### src/nsic_pkg.sv
package nsic_pkg;

  localparam int MAX_ITEMS  = 1024;
  localparam int VALUE_BITS = 16;
  localparam int IDX_W      = (MAX_ITEMS > 1) ? $clog2(MAX_ITEMS) : 1;
  localparam int CNT_W      = IDX_W + 1;
  localparam int COUNT_W    = 19;
  localparam logic [COUNT_W-1:0] COUNT_MAX = {COUNT_W{1'b1}};

  // one sequence element traveling down the chain
  typedef struct packed {
    logic                  vld;
    logic                  active;  // still to be compared / stored
    logic                  last;
    logic                  ovf;
    logic [IDX_W-1:0]      rem;     // cells left before its own slot
    logic [IDX_W-1:0]      hits;
    logic [VALUE_BITS-1:0] value;
  } token_t;

endpackage

### src/nsic_tail.sv
module nsic_tail import nsic_pkg::*; (
  input  logic               clk,
  input  logic               rst,
  input  token_t             tok,
  input  logic               result_ready,
  output logic               advance,
  output logic               result_valid,
  output logic [COUNT_W-1:0] pair_count,
  output logic               overflow
);

  logic [COUNT_W-1:0] acc;
  logic [COUNT_W-1:0] acc_next;
  logic [COUNT_W:0]   sum;
  logic [COUNT_W-1:0] sum_sat;
  logic               load;

  assign advance = !result_valid || result_ready;
  assign load    = advance && tok.vld && tok.last;

  always_comb begin
    sum     = {1'b0, acc} + (COUNT_W + 1)'(tok.hits);
    sum_sat = sum[COUNT_W] ? COUNT_MAX : sum[COUNT_W-1:0];
    acc_next = acc;
    if (advance && tok.vld) begin
      acc_next = tok.last ? '0 : sum_sat;
    end
  end

  always_ff @(posedge clk) begin
    if (rst) begin
      acc          <= '0;
      result_valid <= 1'b0;
    end else begin
      acc <= acc_next;
      if (load) begin
        result_valid <= 1'b1;
      end else if (result_ready) begin
        result_valid <= 1'b0;
      end
    end
    if (load) begin
      pair_count <= sum_sat;
      overflow   <= tok.ovf;
    end
  end

endmodule

### config.mk
export PLATFORM = sky130hd
export DESIGN_NAME = nsic_tail
export DESIGN_NICKNAME = d
export VERILOG_FILES = /design/src/nsic_pkg.sv /design/src/nsic_tail.sv
export SDC_FILE = /design/constraint.sdc
export NUM_CORES = 1
export LEC_CHECK = 0
export ABC_AREA = 1
export ABC_CLOCK_PERIOD_IN_PS = 6350
export BUFFER_PORTS_ARGS = -buffer_cell sky130_fd_sc_hd__buf_2
export CAP_MARGIN = 20
export CORE_MARGIN = 2
export CORE_UTILIZATION = 50
export CTS_BUF_LIST = sky130_fd_sc_hd__clkbuf_4
export DETAILED_ROUTE_END_ITERATION = 8
export PLACE_DENSITY = 0.77
export SYNTH_ARGS = -nofsm -noshare
export SYNTH_HDL_FRONTEND = slang
export SYNTH_SLANG_ARGS = --single-unit
### constraint.sdc
create_clock -name clk -period 6.35 [get_ports clk]
set_clock_uncertainty 0.2 [all_clocks]
set_input_delay 0.635 -clock clk [delete_from_list [all_inputs] [get_ports clk]]
set_output_delay 0.635 -clock clk [all_outputs]
set_load 0.02 [all_outputs]
==> out/metrics.csv <==
metric,value,unit
wl_per_cell,12.0,um
postCtsHoldBufs,0,
core,4660,um2
syn_inst,290,
cts.sinks,40,
hold_viol_final,0,
cts_max_level,2,
cts_tree,done,
synth_nets,344,
numCtsBuffers,5,
placementRows,25,
ctsResizeCount,0,
r2r_start,result_valid$_SDFFE_PP0P_,
endpoint,acc[1]$_SDFFE_PP0P_,
netlist_area,2370,um2
post_cts_buffers,0,
multi_input_area,1190,um2
grt_setup_unrepaired,no,
placed_area,2590,um2
hpwl,3330,um
setup_viol,0,
ff_latch_area,1000,um2
yosysUniqueCellTypes,29,
cp-start-kind,input pin,
path_clk_slew,0.12,ns
stdcell_area,2660,um2
synth-seq-cells,40,
die_y,72.9,um
synth_top_cell_area_share,25.3,%
syn_area_per_cell,8.19,um2
drive_above_1_share,24.5,%
critPathArrivalTime,2.46,ns
grt_pass1_vias,1764,
nNetsFinal,383,
p_per_area,196,nW/um2
antenna_found_initial,0,
r2r.worst_path.cells,7,
n_antenna_cell,0,
fillers,427,
start_util,51.0,%
slew_violations,0,
hold_path_depth,1,
leakagePower,0.00124,uW
tightest_slew,0.848,ns
first_iter_violations,94,
synthTopCellsByArea,"edfxtp_1 25%, dfxtp_1 17%, nand2_1 14%",
max_cap_violations,0,
vias,1943,
grt-ovfl-total,0,
grt_max_degree,22,
fmax,0.423,GHz
ys_seq_area_share,42.1,%
slew_headroom,43.4,%
fin_setup_tns,0,ns
ios,65,
grt_first_pass_wirelength,7680,um
ff2ff_setup_slack,3.99,ns
setup.worst_path.start,result_ready,
final_cell_mix,"88 x nand2_1, 37 x inv_1, 37 x buf_2",
final_common_cell,nand2_1,
reg2reg_to,acc[1]$_SDFFE_PP0P_,
area_delta_synth_final,12.1,%
hp-class,in -> reg,
status,finished clean,
yosysTopAreaCell,edfxtp_1,
root_buffer,clkbuf_4,
drt-total-wl,4600,um
period_needed,2.37,ns
insertion_delay,0.35,ns
end_kind,register,
crit_type,in -> reg,
clockBufferDepth,2,
peakVddDrop,104,uV
min_period_over_period,37.3,%
ant_nets,0,
worst_ep_required_time,6.44,ns
crit_path_max_fanout,21,
dieWidth,72.9,um
numPortBuffers,37,
drc,0,
gp_congestion,0.843,
drt_pass1_iterations,4,
grtUsageTotal,18.5,%
ys_warn_count,0,
die-area,5320,um2
vias_per_cell,5.06,
==> metal layers <==
layer  global-route usage, %  vias to the layer above  part of all wire [%]
met1                    24.2                      884                    48
met3                    2.49                        6                   4.0
met4                    6.79                        0                   1.3
met2                    31.2                       50                    47
li1                        -                     1003                     -
met5                       0                        -                     0
==> flip-flops by register name (all words and copies together), names as in the netlist <==
signal,flops
result_valid,1
overflow,1
acc,19
pair_count,19
==> through the flow <==
stage               power, uW  instances  util, %  hold WS, ns  setup slack, ns
floorplan                 368        290        -        0.249             3.69
global placement          391        375     55.6        0.261             3.41
detailed placement        393        375     55.6        0.273             3.37
CTS                       523        383     56.8        0.253             3.77
global route              545        384     57.1        0.247             3.80
finish                    520        384     57.1        0.256             3.98
==> cell families after synthesis <==
logic type	share of synthesized area [%]
AO/OA/AOI/OAI	8.80
flip-flops	42.1
buffers and inverters	7.85
XOR/XNOR	2.58
adder cells (fa/ha/maj)	6.11
AND/OR/NAND/NOR	32.5
==> cell usage after synthesis <==
master	n
a21boi_0	1
a21boi_1	1
a21o_1	1
a21oi_1	15
a21oi_2	10
buf_12	1
buf_2	1
clkbuf_1	4
dfxtp_1	20
edfxtp_1	20
fa_1	1
ha_1	10
inv_1	37
inv_2	2
nand2_1	88
nand2_2	4
nand2_4	10
nand3_1	23
nand3_2	3
nand3_4	1
nand3b_1	5
nand4_1	3
nor2_1	16
nor2_2	3
o21ai_4	1
o21bai_1	1
or2_2	1
xnor2_1	1
xor2_1	6
==> cell type report <==
| type | count | share of cell area (%) |
|---|---|---|
| timing repair buffer | 38 | 7.52 |
| tap | 54 | 2.54 |
| clock buffer | 6 | 1.69 |
| multi-input combinational | 205 | 44.7 |
| sequential | 40 | 37.6 |
| inverter | 39 | 5.50 |
| clock inverter | 2 | 0.423 |
==> power by group <==
part / switching [uW] / total [uW] / leakage [uW] / internal (uW)
sequential: 3.83 / 288 / 0.000346 / 285
combinational: 65.2 / 100 / 0.000869 / 35.1
clock: 85.3 / 132 / 0.0000293 / 46.5
total: 154 / 520 / 0.00124 / 366
==> worst max-delay path: stages <==
cell	delay, ns
buf_2	0.07
nor2_1	0.04
inv_1	0.06
nand2_1	0.46
nor2_2	0.86
nand2_1	0.16
a21oi_2	0.16
==> how the worst min path moves through the flow <==
| stage | slack [ns] | startpoint | end |
|---|---|---|---|
| 3_5_place_dp | 0.27 | acc[8]$_SDFFE_PP0P_ | acc[8]$_SDFFE_PP0P_ |
| 4_1_cts | 0.25 | tok[36] | overflow$_DFFE_PP_ |
| 3_3_place_gp | 0.26 | acc[8]$_SDFFE_PP0P_ | acc[8]$_SDFFE_PP0P_ |
| 5_1_grt | 0.25 | tok[36] | overflow$_DFFE_PP_ |
| 6_report | 0.26 | tok[36] | overflow$_DFFE_PP_ |
| 2_1_floorplan | 0.25 | acc[8]$_SDFFE_PP0P_ | acc[8]$_SDFFE_PP0P_ |
(Power assumes the default switching activity.)
