**src/nsic_pkg.sv**
```systemverilog
package nsic_pkg;

  localparam int MAX_ITEMS  = 1024;
  localparam int VALUE_BITS = 16;
  localparam int IDX_W      = (MAX_ITEMS > 1) ? $clog2(MAX_ITEMS) : 1;
  localparam int CNT_W      = IDX_W + 1;
  localparam int COUNT_W    = 19;
  localparam logic [COUNT_W-1:0] COUNT_MAX = {COUNT_W{1'b1}};

  // one sequence element traveling down the chain
  typedef struct packed {
    logic                  vld;
    logic                  active;  // still to be compared / stored
    logic                  last;
    logic                  ovf;
    logic [IDX_W-1:0]      rem;     // cells left before its own slot
    logic [IDX_W-1:0]      hits;
    logic [VALUE_BITS-1:0] value;
  } token_t;

endpackage

```
**src/nsic_cell.sv**
```systemverilog
module nsic_cell import nsic_pkg::*; (
  input  logic   clk,
  input  logic   rst,
  input  logic   advance,
  input  token_t tok_prev,
  output token_t tok
);

  logic [VALUE_BITS-1:0] stored;
  token_t                tok_next;
  logic                  hit;
  logic                  take;

  always_comb begin
    tok_next = tok_prev;
    hit      = (stored >= tok_prev.value);
    take     = 1'b0;
    if (tok_prev.vld && tok_prev.active) begin
      if (tok_prev.rem == '0) begin
        take            = 1'b1;
        tok_next.active = 1'b0;
      end else begin
        tok_next.rem  = tok_prev.rem - 1'b1;
        tok_next.hits = tok_prev.hits + IDX_W'(hit);
      end
    end
  end

  always_ff @(posedge clk) begin
    if (rst) begin
      tok.vld <= 1'b0;
    end else if (advance) begin
      tok <= tok_next;
      if (take) begin
        stored <= tok_prev.value;
      end
    end
  end

endmodule

```
**config.mk**
```make
export PLATFORM = sky130hd
export DESIGN_NAME = nsic_cell
export DESIGN_NICKNAME = d
export VERILOG_FILES = /design/src/nsic_pkg.sv /design/src/nsic_cell.sv
export SDC_FILE = /design/constraint.sdc
export NUM_CORES = 1
export LEC_CHECK = 0
export ABC_CLOCK_PERIOD_IN_PS = 10900
export BUFFER_PORTS_ARGS = -buffer_cell sky130_fd_sc_hd__buf_2
export CAP_MARGIN = 30
export CORE_AREA = 2 2 84 86
export DETAILED_ROUTE_END_ITERATION = 7
export DIE_AREA = 0 0 86 88
export HOLD_SLACK_MARGIN = 0.15
export MAX_ROUTING_LAYER = met4
export PLACE_DENSITY = 0.69
export SLEW_MARGIN = 20
export SYNTH_ARGS = -nofsm -noshare
export SYNTH_HDL_FRONTEND = slang
export SYNTH_SLANG_ARGS = --single-unit
```
**constraint.sdc**
```tcl
create_clock -name clk -period 10.9 [get_ports clk]
set_input_delay 1.635 -clock clk [delete_from_list [all_inputs] [get_ports clk]]
set_output_delay 1.635 -clock clk [all_outputs]
set_load 0.1 [all_outputs]
```
==> results of run 1 <==
cells by family after synthesis:
family	count (synthesis)	share of synthesized area, %
xor gates and xnor gates	14	4.74
DFF	56	64.6
muxes	6	2.52
and+or+nand+nor	48	11.7
AOI/OAI and AO/OA	16	4.06
adders and majority gates	19	9.19
buffers and inverters	20	3.19
critical path: stages:
cell and delay [ns]:
buf_2 0.10, inv_1 0.04, ha_1 0.30, nand4_1 0.16, nor4_1 0.34, o211ai_1 0.14
o211ai_1 0.15, ha_1 0.21, ha_1 0.27, nand4_2 0.13, xnor2_1 0.15
through the flow:
stage	std cells	power (W)	util, %
3_3_place_gp	341	0.000364	46.7
3_5_place_dp	342	0.000366	47.2
2_1_floorplan	179	0.000341	-
4_1_cts	350	0.000477	48.4
6_report	350	0.000472	48.4
5_1_grt	350	0.000490	48.4
worst max path at each step:
stage / startpoint / end / slack (ns) / cells past startpoint
floorplan: rst / stored[0]$_DFFE_PP_ / 5.70 / 2
detailed placement: tok_prev[15] / tok[20]$_DFFE_PP_ / 6.99 / 11
finish: tok_prev[15] / tok[20]$_DFFE_PP_ / 7.35 / 11
global placement: tok_prev[0] / tok[17]$_DFFE_PP_ / 7.09 / 9
global route: tok_prev[15] / tok[20]$_DFFE_PP_ / 7.18 / 11
CTS: tok_prev[15] / tok[20]$_DFFE_PP_ / 7.31 / 11
routing by layer:
metal / global-route usage (%) / share of wire (%) / up-vias
met5: - / 0 / -
met4: 4.76 / 1.4 / 0
met3: 3.20 / 5.3 / 6
met2: 22.7 / 49 / 42
met1: 15.7 / 44 / 811
li1: - / - / 842
layout make-up:
class                           count  area, sq um  area share (%)
Clock inverter                      2         11.3           0.350
Inverter                           19         71.3            2.22
Multi-Input combinational cell    103          845            26.3
Clock buffer                        6         72.6            2.26
Timing Repair Buffer               84          445            13.8
Tap cell                           80          100            3.11
Sequential cell                    56         1670            52.0
synth_stat cells (all sizes together):
cell,n
edfxtp,55
nor2,8
nor3b,1
ha,19
xnor2,13
o21a,1
o211ai,2
and2,2
nor3,2
a211oi,1
nand2b,2
inv,19
nor2b,1
nand4,5
nor4b,2
nand2,10
buf,1
a31oi,2
mux2i,2
nor4,2
dfxtp,1
xor2,1
nand3,8
mux2,4
nand4b,1
a2111o,1
a21oi,6
o21ai,3
and3,3
and4,1
power by group:
group / internal [W] / switching [W]
clock: 0.0000448 / 0.0000668
sequential: 0.000247 / 0.00000195
combinational: 0.0000212 / 0.0000897
total: 0.000313 / 0.000158
registers in the layout, indices dropped and copies added (netlist names):
name / cells
stored: 16
tok: 40
==> key figures, run 1 <==
Run status
  – Outcome: complete, no violations

Route
  – ANT nets after route: 0
  – DRC violations left: 0
  – Total wire length: roughly 4800 microns
  – Detailed Route Iter0 Violations: 29
  – Number of vias per cell: 4.86
  – Via count of the routed design: between 1500 and 2000
  – Pre-antenna DRT Iters: 4
  – Drt wl/cell: approximately 14 microns

Job
  – Max cap viols: 0

Clock network
  – Worst-path clk slew: around 0.10 ns
  – Setup Buffers After CTS: 0
  – Clk Latency, worst-skew pair: 0.30 ns
  – Clock Sinks: 56
  – CTS tree: done
  – CTS Root Cell: clkbuf_8
  – Post_cts resized: 0
  – TritonCTS buffer count: 5
  – CTS hold repair buffers: 0
  – H-tree Lvls: 2
  – Clock Path Buffers: 2

STA
  – RSZ-0062 raised after global routing: no
  – Fmax: roughly 0.28 GHz
  – WHS: about 0.51 ns
  – Slew HR: 48.3%
  – Setup TNS: 0 ns
  – Final-report hold violation count: 0
  – Final Skew: 0.00255 ns
  – # setup viols final: 0
  – Fin crit share: about a third
  – Slew @ Worst Pin: 0.773 ns
  – Final WS setup: 7.35 ns
  – Minimum clock period: 3.55 ns
  – Final Max Slew Viols: 0

Placed design
  – Port Buf Inserts: about 80
  – Post-DP Area: 0.00313 sq mm
  – Post-Place Worst Slack: 6.99 ns
  – HPWL Detailed: between 3000 and 4000 microns
  – GP Congestion: around 0.77

GRT
  – GRT Residual Overflow: 0
  – Overall Global Routing Usage: 13.4%
  – Initial antenna violation count: 0
  – Largest net degree at the start of global routing: 24
  – Vias in the first global route: 1643
  – First-pass GRT wire length: ~7600 microns

Cells and area
  – Share of layout cells above drive strength 1: ~39%
  – Synth-to-Final Area Change: 24.4%
  – Commonest non-fill, non-tap cells in the layout: buf_2, edfxtp_1, inv_1, ha_1, xnor2_1
  – Diode count: 0
  – NumNets Final: 331
  – Design Area, Final: 0.00322 sq mm
  – Most common cell after layout, fill and taps aside: buf_2
  – Fillers: between 600 and 700

Synthesis
  – Avg Synthesized Cell Area: between 10 and 15 sq um
  – Net Count, Synth: 241
  – Synth Register Bits: 56
  – Sequential-to-total area share from yosys stat: 64.6%
  – Synth top area share: 63.9%
  – Synth cell types: 35
  – Netlist Area Pre-Place: 0.00259 sq mm
  – Cell count after synthesis: 179
  – Top cells by area, synth: edfxtp_1, ha_1, xnor2_1
  – Yosys Warn Count: 0
  – Dominant cell type by area after synthesis: edfxtp_1

Critical path
  – Reg2reg start: stored[15]$_DFFE_PP_
  – Worst reg2reg path endpoint: tok[20]$_DFFE_PP_
  – Max FO, Critical Path: 4
  – Critical Path Source Type: primary input
  – CP required: 10.97 ns
  – Register-to-register setup slack: 8.41 ns
  – CP Data Arrival Time: between 3 and 4 ns
  – R2R cell count: 9
  – Crit path kind: primary input to flip-flop
  – Worst Setup End Kind: flip-flop

Min path
  – WHS Endpoint: tok[39]$_SDFFE_PP0P_
  – Hold_sp: tok[39]$_SDFFE_PP0P_
  – Cells on Worst Hold Path: 2
  – HP Class: flip-flop to flip-flop

Power
  – Power per cell area: 147 mW/mm^2
  – Lkg Pwr: 1.33 nW
  – Max IR drop VDD: around 0.055 mV

Floorplan
  – Starting density of the core: between 30 and 40%
  – Core ar.: 0.00664 sq mm
  – Standard-cell rows: 30
  – Die Area: 0.00757 sq mm
  – IO Pins: 83
  – Die Wd: 86 microns
  – DIE HEIGHT: 88 microns
Note: power is estimated with default switching activity, not from simulation.
==> run 2, diff against run 1 <==
--- a/config.mk
+++ b/config.mk
@@ -5,7 +5,7 @@
 export SDC_FILE = /design/constraint.sdc
 export NUM_CORES = 1
 export LEC_CHECK = 0
-export ABC_CLOCK_PERIOD_IN_PS = 10900
+export ABC_CLOCK_PERIOD_IN_PS = 3450
 export BUFFER_PORTS_ARGS = -buffer_cell sky130_fd_sc_hd__buf_2
 export CAP_MARGIN = 30
 export CORE_AREA = 2 2 84 86
==> constraint.sdc (replaced) <==
create_clock -name clk -period 3.45 [get_ports clk]
set_input_delay 0.5175 -clock clk [delete_from_list [all_inputs] [get_ports clk]]
set_output_delay 0.5175 -clock clk [all_outputs]
set_load 0.1 [all_outputs]
==> run 2 against run 1 <==
The flow now finishes with violations (DRC). Combinational power increased to 3.1 times the previous value. Power increased to 3.3 times the previous value. First-iteration DRC count rose by 72%. Global-route usage grew 0.098 points. Largest power group unchanged.
==> key figures, run 2 (same netlist as run 1, synthesis figures left out) <==
Run status
  – Outcome: complete, but fails checks
  – Failing checks: DRC

Floorplan
  – DIE HEIGHT: 88 microns
  – Die Wd: ~86 microns
  – Die Area: 0.00757 sq mm
  – Standard-cell rows: 30
  – Starting density of the core: 38.9%
  – IO Pins: slightly above 80
  – Core ar.: 0.00664 sq mm

Critical path
  – Worst Setup End Kind: flip-flop
  – Crit path kind: flip-flop to flip-flop
  – CP required: 3.51 ns
  – Slowest Stage Delay on Critical Path: about 0.38 ns
  – Max FO, Critical Path: 4
  – Critical Path Source Type: flip-flop
  – Worst Path Buf+Inv: 0
  – Slowest cell on crit path: edfxtp_1
  – CP Data Arrival Time: 2.51 ns
  – Worst path top cell family by delay: adder cells
  – CP cell instances: ha_1, nand4_1, nor4_1, o211ai_1, o211ai_1, ha_1, ha_1, nand4_2, xnor2_1
  – Most used cell, CP: ha_1

Clock network
  – H-tree Lvls: 2
  – Setup Buffers After CTS: 0
  – TritonCTS buffer count: 5
  – CTS tree: done
  – Clock Sinks: 56
  – Worst-path clk slew: 0.09 ns
  – CTS hold repair buffers: 0
  – Clock Path Buffers: 2
  – CTS Root Cell: clkbuf_8
  – Post_cts resized: 0
  – Clk Latency, worst-skew pair: 0.30 ns

Power
  – Switching part of the total power: 31.9%
  – Sequential cell fraction of total power: 50.5%
  – Switching pwr: 0.000497 W
  – Power per cell area: slightly below 500 mW/mm^2
  – Lkg Pwr: between 1 and 1.5 nW
  – Max IR drop VDD: 0.164 mV
  – Internal power: 0.00106 W
  – Combinational share of power: 22.4%
  – Clock Power Share: between 20% and 30%

Cells and area
  – Most flops, register: tok
  – NumNets Final: 331
  – Max FFs per register: 40
  – Most common cell after layout, fill and taps aside: buf_2
  – Design Area, Final: approximately 0.0032 sq mm
  – Share of layout cells above drive strength 1: about two fifths
  – Top Registers: tok (40), stored (16)
  – Commonest non-fill, non-tap cells in the layout: buf_2, edfxtp_1, inv_1, ha_1, xnor2_1
  – Synth-to-Final Area Change: 24.7%
  – Diode count: 0
  – Fillers: 610

STA
  – Minimum clock period: around 2.4 ns
  – # setup viols final: 0
  – Slew @ Worst Pin: 0.774 ns
  – Final Skew: roughly 0.0075 ns
  – Fmax: 0.408 GHz
  – Fin crit share: 71.0%
  – Setup TNS: 0 ns
  – Final Max Slew Viols: 0
  – RSZ-0062 raised after global routing: no
  – Slew HR: 48.2%
  – Final-report hold violation count: 0

GRT
  – Overall Global Routing Usage: 13.5%
  – First-pass GRT wire length: 7680 microns
  – GRT Residual Overflow: 0
  – Largest net degree at the start of global routing: 22
  – Vias in the first global route: about 1700
  – Initial antenna violation count: 0

Route
  – Pre-antenna DRT Iters: 6
  – Total wire length: 4790 microns
  – Detailed Route Iter0 Violations: 50
  – Drt wl/cell: 13.7 microns
  – Via count of the routed design: 1696
  – Number of vias per cell: 4.85
  – ANT nets after route: 0
  – DRC violations left: 1

Min path
  – HP Class: primary input to flip-flop

Placed design
  – HPWL Detailed: 3680 microns
  – Post-DP Area: 0.00311 sq mm
  – Port Buf Inserts: 82
  – GP Congestion: 0.761

Job
  – Max cap viols: 0
-- run 2: cell count changes in the layout (fill, tap and decap cells not counted), sizes merged --
cell and delta:
bufinv +1, clkbuf -1
-- run 2: area by class of cell --
class                   instances  area, sq um  share of cell area, %
multi-input cells             103          845                   26.2
inverters                      19         71.3                   2.21
clock inverters                 3         42.5                   1.32
clock buffers                   5         68.8                   2.13
flip-flops and latches         56         1670                   51.8
repair buffers                 84          425                   13.2
well taps                      80          100                   3.10
-- run 2: through the flow --
stage / setup slack [ns] / power (W) / std cells / hold slack, ns / utilization (%)
2_1_floorplan: 0.0909 / 0.00108 / 179 / 0.590 / -
3_3_place_gp: 0.756 / 0.00115 / 342 / 0.469 / 46.9
3_5_place_dp: 0.701 / 0.00115 / 342 / 0.504 / 46.9
4_1_cts: 0.952 / 0.00158 / 350 / 0.373 / 48.5
5_1_grt: 0.724 / 0.00162 / 350 / 0.366 / 48.5
6_report: 1.00 / 0.00156 / 350 / 0.391 / 48.5
-- run 2: worst paths after layout --
kind	from	to	slack (ns)	cells past startpoint
setup / recovery	stored[15]$_DFFE_PP_	tok[20]$_DFFE_PP_	1.00	9
hold reg to reg	tok[39]$_SDFFE_PP0P_	tok[39]$_SDFFE_PP0P_	0.52	2
hold / removal	tok_prev[36]	tok[36]$_DFFE_PP_	0.39	1
setup reg to reg	stored[15]$_DFFE_PP_	tok[20]$_DFFE_PP_	1.00	9
-- run 2: metal layers --
metal,vias to the layer above,track usage [%],routed length [microns]
met2,49,22.9,2390
met1,803,16.2,2120
met4,0,3.46,34
li1,840,-,-
met3,4,3.39,248
met5,-,-,0
-- run 2: power by group through the flow --
| stage | logic [W] | clock network (W) | registers, W |
|---|---|---|---|
| final | 0.000349 | 0.000422 | 0.000787 |
| after global routing | 0.000367 | 0.000462 | 0.000790 |
| after CTS | 0.000352 | 0.000442 | 0.000788 |
| after detailed placement | 0.000351 | 0 | 0.000803 |
| after global placement | 0.000346 | 0 | 0.000803 |
| after floorplan | 0.0000541 | 0 | 0.00102 |
